[src/rtl/ubrc_pkg.sv]
// Shared types, constants and register codes for the unaligned bit range copy block.
`default_nettype none

package ubrc_pkg;

   localparam int MAX_COPY_BITS = 65536;
   localparam int REM_W         = $clog2(MAX_COPY_BITS + 1);
   localparam int IDX_W         = 14;
   localparam int LEN_W         = 17;
   localparam int CSR_IDX_W     = 3;
   localparam int CSR_DATA_W    = 17;

   typedef enum logic [CSR_IDX_W-1:0] {
      CSR_SRC_BIT_OFFSET = 3'd0,
      CSR_DST_BIT_OFFSET = 3'd1,
      CSR_BIT_LENGTH     = 3'd2,
      CSR_OLD_HEAD_BYTE  = 3'd3,
      CSR_OLD_TAIL_BYTE  = 3'd4
   } csr_index_type;

   typedef struct packed {
      logic [7:0] src_byte;
      logic       first_byte;
   } req_type;

   typedef struct packed {
      logic [7:0]       dst_byte;
      logic [IDX_W-1:0] dst_index;
      logic             last_out;
   } rsp_type;

   typedef struct packed {
      logic [2:0]       src_bit_offset;
      logic [2:0]       dst_bit_offset;
      logic [LEN_W-1:0] bit_length;
      logic [7:0]       old_head_byte;
      logic [7:0]       old_tail_byte;
   } cfg_type;

   // Results produced by one item, in order; res1 is used only when count is two.
   typedef struct packed {
      logic [1:0] count;
      rsp_type    res0;
      rsp_type    res1;
   } push_type;

endpackage

`default_nettype wire

[src/rtl/ubrc_engine.sv]
// Copy engine: bit accumulator state and the funnel shift and merge for one source byte.
`default_nettype none

module ubrc_engine import ubrc_pkg::*; (
   input  wire logic    clock,
   input  wire logic    reset,
   input  wire logic    step,
   input  wire req_type item,
   input  wire cfg_type cfg,
   output push_type     push
);

   logic [15:0]      acc_ff,    acc_in;
   logic [3:0]       abits_ff,  abits_in;
   logic [REM_W-1:0] rem_ff,    rem_in;
   logic [IDX_W-1:0] idx_ff,    idx_in;
   logic             active_ff, active_in;

   function automatic logic [7:0] low_mask8(input logic [3:0] n);
      low_mask8 = (n >= 4'd8) ? 8'hFF : 8'((16'd1 << n) - 16'd1);
   endfunction

   logic [REM_W-1:0] len;
   logic [15:0]      acc0, acc1, acc2;
   logic [3:0]       abits0, abits1, abits2, room, take;
   logic [REM_W-1:0] rem0, rem1;
   logic [IDX_W-1:0] idx0, idx2;
   logic [2:0]       skip;
   logic [7:0]       fld, tmask, old_byte;
   logic             run, emit_full, emit_tail;

   always_comb begin
      if (int'(cfg.bit_length) > MAX_COPY_BITS) begin
         len = REM_W'(MAX_COPY_BITS);
      end else begin
         len = REM_W'(cfg.bit_length);
      end

      // Starting state for this byte: a first byte loads fresh copy state.
      if (item.first_byte) begin
         run    = (len != '0);
         acc0   = {8'd0, cfg.old_head_byte & low_mask8({1'b0, cfg.dst_bit_offset})};
         abits0 = {1'b0, cfg.dst_bit_offset};
         rem0   = len;
         idx0   = '0;
         skip   = cfg.src_bit_offset;
      end else begin
         run    = active_ff;
         acc0   = acc_ff;
         abits0 = abits_ff;
         rem0   = rem_ff;
         idx0   = idx_ff;
         skip   = 3'd0;
      end

      room = 4'd8 - {1'b0, skip};
      take = (rem0 < REM_W'(room)) ? rem0[3:0] : room;
      fld  = (item.src_byte >> skip) & low_mask8(take);

      acc1   = acc0 | (16'(fld) << abits0);
      abits1 = abits0 + take;
      rem1   = rem0 - REM_W'(take);

      emit_full = abits1 >= 4'd8;
      acc2      = emit_full ? (acc1 >> 8) : acc1;
      abits2    = emit_full ? (abits1 - 4'd8) : abits1;
      idx2      = emit_full ? (idx0 + IDX_W'(1)) : idx0;

      emit_tail = (rem1 == '0) && (abits2 != 4'd0);
      tmask     = low_mask8(abits2);
      old_byte  = (idx2 == '0) ? cfg.old_head_byte : cfg.old_tail_byte;

      push = '0;
      if (run) begin
         if (emit_full) begin
            push.res0.dst_byte  = acc1[7:0];
            push.res0.dst_index = idx0;
            push.res0.last_out  = (rem1 == '0) && (abits1 == 4'd8);
            push.res1.dst_byte  = (acc2[7:0] & tmask) | (old_byte & ~tmask);
            push.res1.dst_index = idx2;
            push.res1.last_out  = 1'b1;
            push.count          = emit_tail ? 2'd2 : 2'd1;
         end else if (emit_tail) begin
            push.res0.dst_byte  = (acc2[7:0] & tmask) | (old_byte & ~tmask);
            push.res0.dst_index = idx2;
            push.res0.last_out  = 1'b1;
            push.count          = 2'd1;
         end
      end

      acc_in    = acc_ff;
      abits_in  = abits_ff;
      rem_in    = rem_ff;
      idx_in    = idx_ff;
      active_in = active_ff;
      if (step) begin
         if (item.first_byte && !run) begin
            acc_in    = '0;
            abits_in  = '0;
            rem_in    = '0;
            idx_in    = '0;
            active_in = 1'b0;
         end else if (run) begin
            if (rem1 == '0) begin
               acc_in    = '0;
               abits_in  = '0;
               active_in = 1'b0;
            end else begin
               acc_in    = acc2;
               abits_in  = abits2;
               active_in = 1'b1;
            end
            rem_in = rem1;
            idx_in = emit_tail ? (idx2 + IDX_W'(1)) : idx2;
         end
      end
   end

   always_ff @(posedge clock) begin
      if (reset) begin
         acc_ff    <= '0;
         abits_ff  <= '0;
         rem_ff    <= '0;
         idx_ff    <= '0;
         active_ff <= 1'b0;
      end else begin
         acc_ff    <= acc_in;
         abits_ff  <= abits_in;
         rem_ff    <= rem_in;
         idx_ff    <= idx_in;
         active_ff <= active_in;
      end
   end

endmodule

`default_nettype wire

[src/rtl/ubrc_out_queue.sv]
// Four-entry result queue that takes up to two results a cycle and gives one when the output is not stalled.
`default_nettype none

module ubrc_out_queue import ubrc_pkg::*; (
   input  wire logic     clock,
   input  wire logic     reset,
   input  wire push_type push,
   output logic          room,
   output logic          rsp_valid,
   input  wire logic     rsp_stall,
   output rsp_type       rsp_payload
);

   rsp_type    entry_ff [4];
   logic [1:0] wr_ptr_ff, wr_ptr_in;
   logic [1:0] rd_ptr_ff, rd_ptr_in;
   logic [2:0] count_ff,  count_in;
   logic       pop;

   assign room        = count_ff <= 3'd2;
   assign rsp_valid   = count_ff != 3'd0;
   assign rsp_payload = entry_ff[rd_ptr_ff];
   assign pop         = rsp_valid && !rsp_stall;

   always_comb begin
      wr_ptr_in = wr_ptr_ff + push.count;
      rd_ptr_in = pop ? (rd_ptr_ff + 2'd1) : rd_ptr_ff;
      count_in  = count_ff + {1'b0, push.count} - {2'b0, pop};
   end

   always_ff @(posedge clock) begin
      if (reset) begin
         wr_ptr_ff <= '0;
         rd_ptr_ff <= '0;
         count_ff  <= '0;
      end else begin
         wr_ptr_ff <= wr_ptr_in;
         rd_ptr_ff <= rd_ptr_in;
         count_ff  <= count_in;
      end
      if (push.count != 2'd0) begin
         entry_ff[wr_ptr_ff] <= push.res0;
      end
      if (push.count == 2'd2) begin
         entry_ff[wr_ptr_ff + 2'd1] <= push.res1;
      end
   end

endmodule

`default_nettype wire

[src/rtl/unaligned_bit_range_copy.sv]
// Top level of the unaligned bit range copy block: registers, input stage and result queue.
//
//   Channel | Direction | Handshake           | Payload
//   req     | in        | req_valid/req_stall | req_type: src_byte, first_byte
//   rsp     | out       | rsp_valid/rsp_stall | rsp_type: dst_byte, dst_index, last_out
//   csr     | in        | csr_valid/csr_ready | csr_index, csr_data
//
// Each source byte passes through an input register and, once the queue has room, through
// the engine, which shifts it into the bit accumulator and writes zero, one or two merged
// destination bytes into a four-entry result queue. One byte is taken every cycle while
// the queue holds at most two results; the output port drains one result per unstalled cycle.
// Reset is synchronous and active high and empties the input stage and the queue.
// A stall on the result side fills the queue and then stalls the input side.
`default_nettype none

module unaligned_bit_range_copy import ubrc_pkg::*; (
   input  wire logic                  clock,
   input  wire logic                  reset,
   input  wire logic                  req_valid,
   output logic                       req_stall,
   input  wire req_type               req_payload,
   output logic                       rsp_valid,
   input  wire logic                  rsp_stall,
   output rsp_type                    rsp_payload,
   input  wire logic                  csr_valid,
   output logic                       csr_ready,
   input  wire logic [CSR_IDX_W-1:0]  csr_index,
   input  wire logic [CSR_DATA_W-1:0] csr_data
);

   // Configuration registers. The user must change these only while the block is idle; the
   // block itself does not enforce this, and the engine reads them directly.
   cfg_type cfg_ff, cfg_in;

   // Input register that holds one source byte in front of the engine.
   req_type in_ff, in_in;
   logic    in_valid_ff, in_valid_in;

   logic     room;
   logic     step;
   push_type push;

   assign csr_ready = 1'b1;

   always_comb begin
      cfg_in = cfg_ff;
      if (csr_valid && csr_ready) begin
         unique case (csr_index)
            CSR_SRC_BIT_OFFSET: cfg_in.src_bit_offset = csr_data[2:0];
            CSR_DST_BIT_OFFSET: cfg_in.dst_bit_offset = csr_data[2:0];
            CSR_BIT_LENGTH:     cfg_in.bit_length     = csr_data[LEN_W-1:0];
            CSR_OLD_HEAD_BYTE:  cfg_in.old_head_byte  = csr_data[7:0];
            CSR_OLD_TAIL_BYTE:  cfg_in.old_tail_byte  = csr_data[7:0];
            default:            cfg_in                = cfg_ff;
         endcase
      end
   end

   // The held byte moves into the engine only when the queue has room for the
   // two results it might produce.
   assign step      = in_valid_ff && room;
   assign req_stall = in_valid_ff && !room;

   always_comb begin
      in_in       = in_ff;
      in_valid_in = in_valid_ff && !step;
      if (req_valid && !req_stall) begin
         in_in       = req_payload;
         in_valid_in = 1'b1;
      end
   end

   always_ff @(posedge clock) begin
      if (reset) begin
         cfg_ff      <= '0;
         in_valid_ff <= 1'b0;
      end else begin
         cfg_ff      <= cfg_in;
         in_valid_ff <= in_valid_in;
      end
      in_ff <= in_in;
   end

   ubrc_engine u_engine (
      .clock (clock),
      .reset (reset),
      .step  (step),
      .item  (in_ff),
      .cfg   (cfg_ff),
      .push  (push)
   );

   ubrc_out_queue u_out_queue (
      .clock       (clock),
      .reset       (reset),
      .push        (step ? push : '0),
      .room        (room),
      .rsp_valid   (rsp_valid),
      .rsp_stall   (rsp_stall),
      .rsp_payload (rsp_payload)
   );

endmodule

`default_nettype wire
[config.mk]
export PLATFORM = sky130hd
export DESIGN_NAME = unaligned_bit_range_copy
export DESIGN_NICKNAME = d
export VERILOG_FILES = /design/src/rtl/ubrc_pkg.sv /design/src/rtl/ubrc_engine.sv /design/src/rtl/ubrc_out_queue.sv /design/src/rtl/unaligned_bit_range_copy.sv
export SDC_FILE = /design/constraint.sdc
export NUM_CORES = 1
export LEC_CHECK = 0
export BUFFER_PORTS_ARGS = -buffer_cell sky130_fd_sc_hd__buf_4
export CORE_MARGIN = 2
export CORE_UTILIZATION = 30
export CTS_CLUSTER_DIAMETER = 40
export DETAILED_ROUTE_END_ITERATION = 10
export GPL_TIMING_DRIVEN = 0
export PLACE_DENSITY_LB_ADDON = 0.08
export SYNTH_ARGS = -nofsm -noshare
export SYNTH_HDL_FRONTEND = slang
export SYNTH_HIERARCHICAL = 1
export SYNTH_SLANG_ARGS = --single-unit
[constraint.sdc]
create_clock -name clock -period 12 [get_ports clock]
set_clock_uncertainty 0.15 [all_clocks]
set_input_delay 2.4 -clock clock [delete_from_list [all_inputs] [get_ports clock]]
set_output_delay 2.4 -clock clock [all_outputs]
set_load 0.01 [all_outputs]
# Word-level counts from Yosys, hierarchy flattened
# Memory sizes are Yosys's and may differ from the RTL's. A register that Yosys moved wholly into a read port is not among the register bits.
# Index checks and enable logic that the tools add are counted.
word_totals:
  ram_bits: 92
  latch_bits: 0
  inputBits: 34
  mem_count: 1
  output_inout_bits: 26
  romBits: 0
  elab_cells: 123
  reg_bits: 108
mem_list:
  columns: ["name", "words", "width", "read_ports", "rd_ports_with_merged_regs", "wr", "line", "source"]
  rows:
  - ["u_out_queue.entry_ff", 4, 23, 1, 1, 2, "ubrc_out_queue.sv:14", "rsp_type entry_ff [4];"]
classes:
  bitwise_logic: 7
  n_reduce_logical: 27
  shift: 5
  addsub: 14
  order_cmp: 6
  eq_ne: 6
  muxes: 41
  n_div: 0
  mul: 0
ops:
  columns: ["operator", "n"]
  rows:
  - ["$mux W48", 2]
  - ["$mux W16", 5]
  - ["$mux W14", 5]
  - ["$mux W17", 4]
  - ["$and A8 B8 Y8", 4]
  - ["$add A14 B1 Y14 const B", 2]
  - ["$mux W25", 1]
  - ["$mux W24", 1]
  - ["$mux W4", 6]
  - ["$mux W8", 3]
  - ["$sub A8 B1 Y8 const B", 3]
  - ["$mux W23", 1]
  - ["$gt A17 B17 Y1 const B", 1]
  - ["$logic_not A17 Y1", 1]
  - ["$lt A17 B4 Y1", 1]
  - ["$reduce_bool A17 Y1", 1]
  - ["$sub A17 B4 Y17", 1]
  - ["$or A16 B16 Y16", 1]
  - ["$shl A1 B4 Y8 const A", 2]
  - ["$shl A8 B4 Y16", 1]
  - ["$logic_not A14 Y1", 1]
  - ["$ge A4 B4 Y1 const B", 3]
  - ["$reduce_and A2 Y1", 6]
  - ["$mux W1", 9]
  - ["other kinds (25)", 41]

# Depth between registers and ports, before layout
depth:
  depth_word: 21
  mapped_depth: 37
  ltp_nobuf: 31

# Cells and area by module
# Netlist, hierarchy kept.
modules_own_cells:
  columns: ["mod", "cells_each", "seq_area_each_um2", "area_per_inst_um2", "instances"]
  rows:
  - ["ubrc_engine", 876, 1041.0, 6333.6, 1]
  - ["ubrc_out_queue", 276, 2942.8, 5148.7, 1]
  - ["unaligned_bit_range_copy", 225, 1071.0, 2303.5, 1]

# Worst setup path before layout
# Ideal clock, no wire load.
synth_timing:
  path_type: "reg2reg"
  startpoint: "register in_ff[0] (netlist name)"
  endpoint: "memory u_out_queue/entry_ff[0][0] (netlist name) (enable)"
  setup_time_ps: 439
  period_less_slack_ps: 8878
  path_stages_with_launch: 32
  setup_slack_ps: 3122
  required_ps: 11411
  path_buffers: 7
  arrival_ps: 8289
  path_cell_list: "edfxtp_1 > buf_4 > buf_6 > buf_2 > nand2_1 > ha_1 > xnor2_1 > inv_1 > ha_1 > a21oi_1 > o21ai_1 > a2111oi_4 > nand3_2 > buf_6 > clkbuf_1 > nand2_1 > o21ai_0 > ha_1 > nand2_1 > a22oi_1 > a211oi_1 > a21oi_1 > nor3_1 > nor2_2 > inv_1 > buf_1 > buf_1 > ha_1 > and2_1 > and3_1 > nor2_1 > o31ai_1"
synth_lines:
  columns: ["element", "line", "source"]
  rows:
  - ["start: declaration", "unaligned_bit_range_copy.sv:36", "req_type in_ff, in_in;"]
  - ["start signal: assignment", "unaligned_bit_range_copy.sv:81", "in_ff <= in_in;"]
  - ["end: declaration", "ubrc_out_queue.sv:14", null]

==> run summary <==
Status -> complete, no violations
Cell Rows -> 78
Worst hold path class -> reg2reg
Worst setup EP type -> flip-flop
Final WL -> 45.25 mm
Maximum vdd drop -> 0.1002 mV
Slew Limit Fails -> 0
1st-pass router iterations -> 7
Setup CP Type -> reg2reg
Reg-to-reg endpoint -> u_out_queue/entry_ff[1][22]
DIE HEIGHT -> 218.4 um
Ant. Diodes -> 0
Clock transition at path regs -> 0.05 ns
Syn_area_per_cell -> 10.01 sq um
Total CTS buffers -> 44
Netlist Area Pre-Place -> 13,790 sq um
Synth area leader -> edfxtp_1
Worst EP arrival -> 11.32 ns
Power, Total -> 2.635 mW
P_leak -> 6.299 nW
Initial DRC count -> 700
Share of the synthesized area in the top cell type -> 22.00%
Core Region -> 45,380 sq um
Max cap viols -> 0
Hold Path Origin -> u_engine/acc_ff[2]
Routed wire per std cell -> 21.40 um
Synth async-reset ratio -> 0%
Synth top cells by count -> 115 x nor2_1, 101 x dfxtp_1, 101 x edfxtp_1
Clk sinks -> 202
Peak Freq -> 89.60 MHz
All-Layer GR Usage -> 19.08%
FF-to-FF path depth -> 37
Post-synth EDFFs -> 101
Yosys Warn Count -> 6
Unique masters post-synth -> 100
Critical path's largest stage delay -> 0.64 ns
Crit path time final -> 11.16 ns
Crit path max-delay family -> buffers and inverters
WP buf/inv -> 10
Crit Path Max Fanout -> 11
Share of cells above drive strength 1 -> 21.39%
Largest net degree at the start of global routing -> 24
Port-buffer cells -> 57
First-pass GRT wire length -> 69.25 mm
DRC viols -> 0
Starting density of the core -> 30.38%
Via Count -> 11,175
Worst hold endpoint -> u_engine/acc_ff[2]
Via density per instance -> 5.284
Hold path depth -> 2
Vias in the first global route -> 11,402
Cell Area, Placed -> 15,020 sq um
Overflow after GRT -> 0
Max_slew headroom -> 22.08%
Detailed Place HPWL -> 34.41 mm
Post-Synthesis Cells -> 1,377
RSZ-0062 raised after global routing -> no
Die W -> 218.4 um
Slowest CP cell -> nor4_2
Final Instance Area -> 16,460 sq um
FF+latch count, synth -> 202
Root buf cell -> clkbuf_16
Setup_tns -> 0 ns
Initial antenna violation count -> 0
Io pins -> 60
Register area share after synthesis -> 36.67%
Post-synth net total -> 1,433
Antenna viol nets, final -> 0
Worst reg2reg setup slack -> 0.84 ns
Critical path startpoint category -> flip-flop
Final Hold Viols -> 0
Clk Latency, worst-skew pair -> 0.57 ns
Power density cells -> 160.0 nW/um^2
H-tree Lvls -> 2
Most common cell in the netlist -> nor2_1
Critical path data required time -> 12.16 ns
Die area -> 47,680 sq um
Worst r2r src -> in_ff[0]
Tcrit/Tclk final -> 93.00%
GPL Wtd Cong -> 0.8635
Crit path top cell by count -> ha_1
Measured slew at the worst slew-check pin -> 1.166 ns
Nets -> 1,538
Setup Buffers After CTS -> 0
Ranking of synthesized cells by area -> edfxtp_1 22%, dfxtp_1 15%, mux2i_1 5.6%
# setup viols final -> 0
CTS tree -> done
Synth Flop Type -> edfxtp_1
CTS Buffer Depth -> 3
Area Overhead vs Synth -> 19.42%
cells in the final DEF, fill, tap and decap left out, types with 26 or more instances in the layout:
| master | Yosys | routed |
|---|---|---|
| buf_4 | 7 | 64 |
| clkbuf_1 | 59 | 65 |
| inv_1 | 31 | 31 |
| mux2_4 | 49 | 49 |
| mux4_2 | 27 | 27 |
| xnor2_1 | 29 | 29 |
| o21ai_0 | 46 | 46 |
| nor3_1 | 35 | 35 |
| nor2_1 | 115 | 114 |
| mux2i_1 | 77 | 77 |
| a21oi_1 | 50 | 50 |
| and3_1 | 57 | 57 |
| nand2_1 | 78 | 78 |
| mux2_2 | 51 | 51 |
| nand2b_1 | 67 | 67 |
| dfxtp_1 | 101 | 101 |
| edfxtp_1 | 101 | 101 |
| clkbuf_16 | 0 | 44 |
| a22oi_1 | 26 | 26 |
| nand3_1 | 31 | 31 |
repair_timing:
action / 4_1_cts / 5_1_grt
endpoints found under the hold margin: 0 / 0
hold buffers: 0 / 0
setup endpoints to repair: 0 / 20
resized for setup: 0 / 1
metal layers:
metal  up-vias  wire (um)  share of wire (%)  GRT usage, %
met4         0       1825                4.0         8.617
met1      5397      20130                 44         23.91
li1       5407          -                  -             -
met2       269      21730                 48         32.58
met3       102       1572                3.5         2.477
met5         -          0                  0             0
through the flow:
step                      setup WS (ns)  utilization (%)  std cells  hold slack (ns)
after global placement          -0.6519            32.97       2034           0.2905
after CTS                        0.6014            36.27       2115           0.2979
final                            0.8396            36.28       2115           0.2976
after floorplan                   3.122                -       1377           0.2659
after global routing            0.07607            36.28       2115           0.3320
after detailed placement         0.6652            33.09       2036           0.2910
cell families after synthesis:
kind of cell,synth area share [%]
other,0.02720
buffers and inverters,4.638
flip-flops,36.67
AO/OA/AOI/OAI,14.58
AND/OR/NAND/NOR,19.40
multiplexers,19.75
adder cells (fa/ha/maj),2.051
XOR/XNOR,2.895
tightest hold or removal path, stage by stage (launching register included):
cell and delay, ns:
dfxtp_1 0.31, nand2_1 0.05, nand2_1 0.04
sequential cells by signal, summed over array words and instances (netlist names), named ones only:
signal / flops
u_out_queue/entry_ff: 92
cfg_ff: 39
u_engine/rem_ff: 17
u_engine/acc_ff: 16
u_engine/idx_ff: 14
in_ff: 9
u_engine/abits_ff: 4
u_out_queue/count_ff: 3
u_out_queue/rd_ptr_ff: 2
u_out_queue/wr_ptr_ff: 2
in_valid_ff: 1
u_engine/active_ff: 1
area by class of cell:
type	count	area, sq um
Clock buffer	52	1151
Clock inverter	27	289.0
Fill cell	4617	28920
Sequential cell	202	5055
Buffer	99	515.5
Multi-Input combinational cell	1043	8120
Tap cell	600	750.7
Timing Repair Buffer	59	457.9
Inverter	33	123.9
where the power goes:
group | internal, mW | switching [mW]
clock network | 0.754 | 0.412
logic | 0.270 | 0.429
registers | 0.749 | 0.0200
worst max-delay path by stage:
stage	start	end	slack (ns)	depth (start not counted)
floorplan	in_ff[0]	u_out_queue/entry_ff[0][0]	3.12	31
global placement	in_ff[0]	u_out_queue/entry_ff[0][5]	-0.65	31
detailed placement	in_ff[0]	u_out_queue/entry_ff[1][22]	0.67	37
CTS	in_ff[0]	u_out_queue/entry_ff[1][22]	0.60	37
global route	in_ff[0]	u_out_queue/entry_ff[1][22]	0.08	37
finish	in_ff[0]	u_out_queue/entry_ff[1][22]	0.84	37
(Power assumes the default switching activity.)
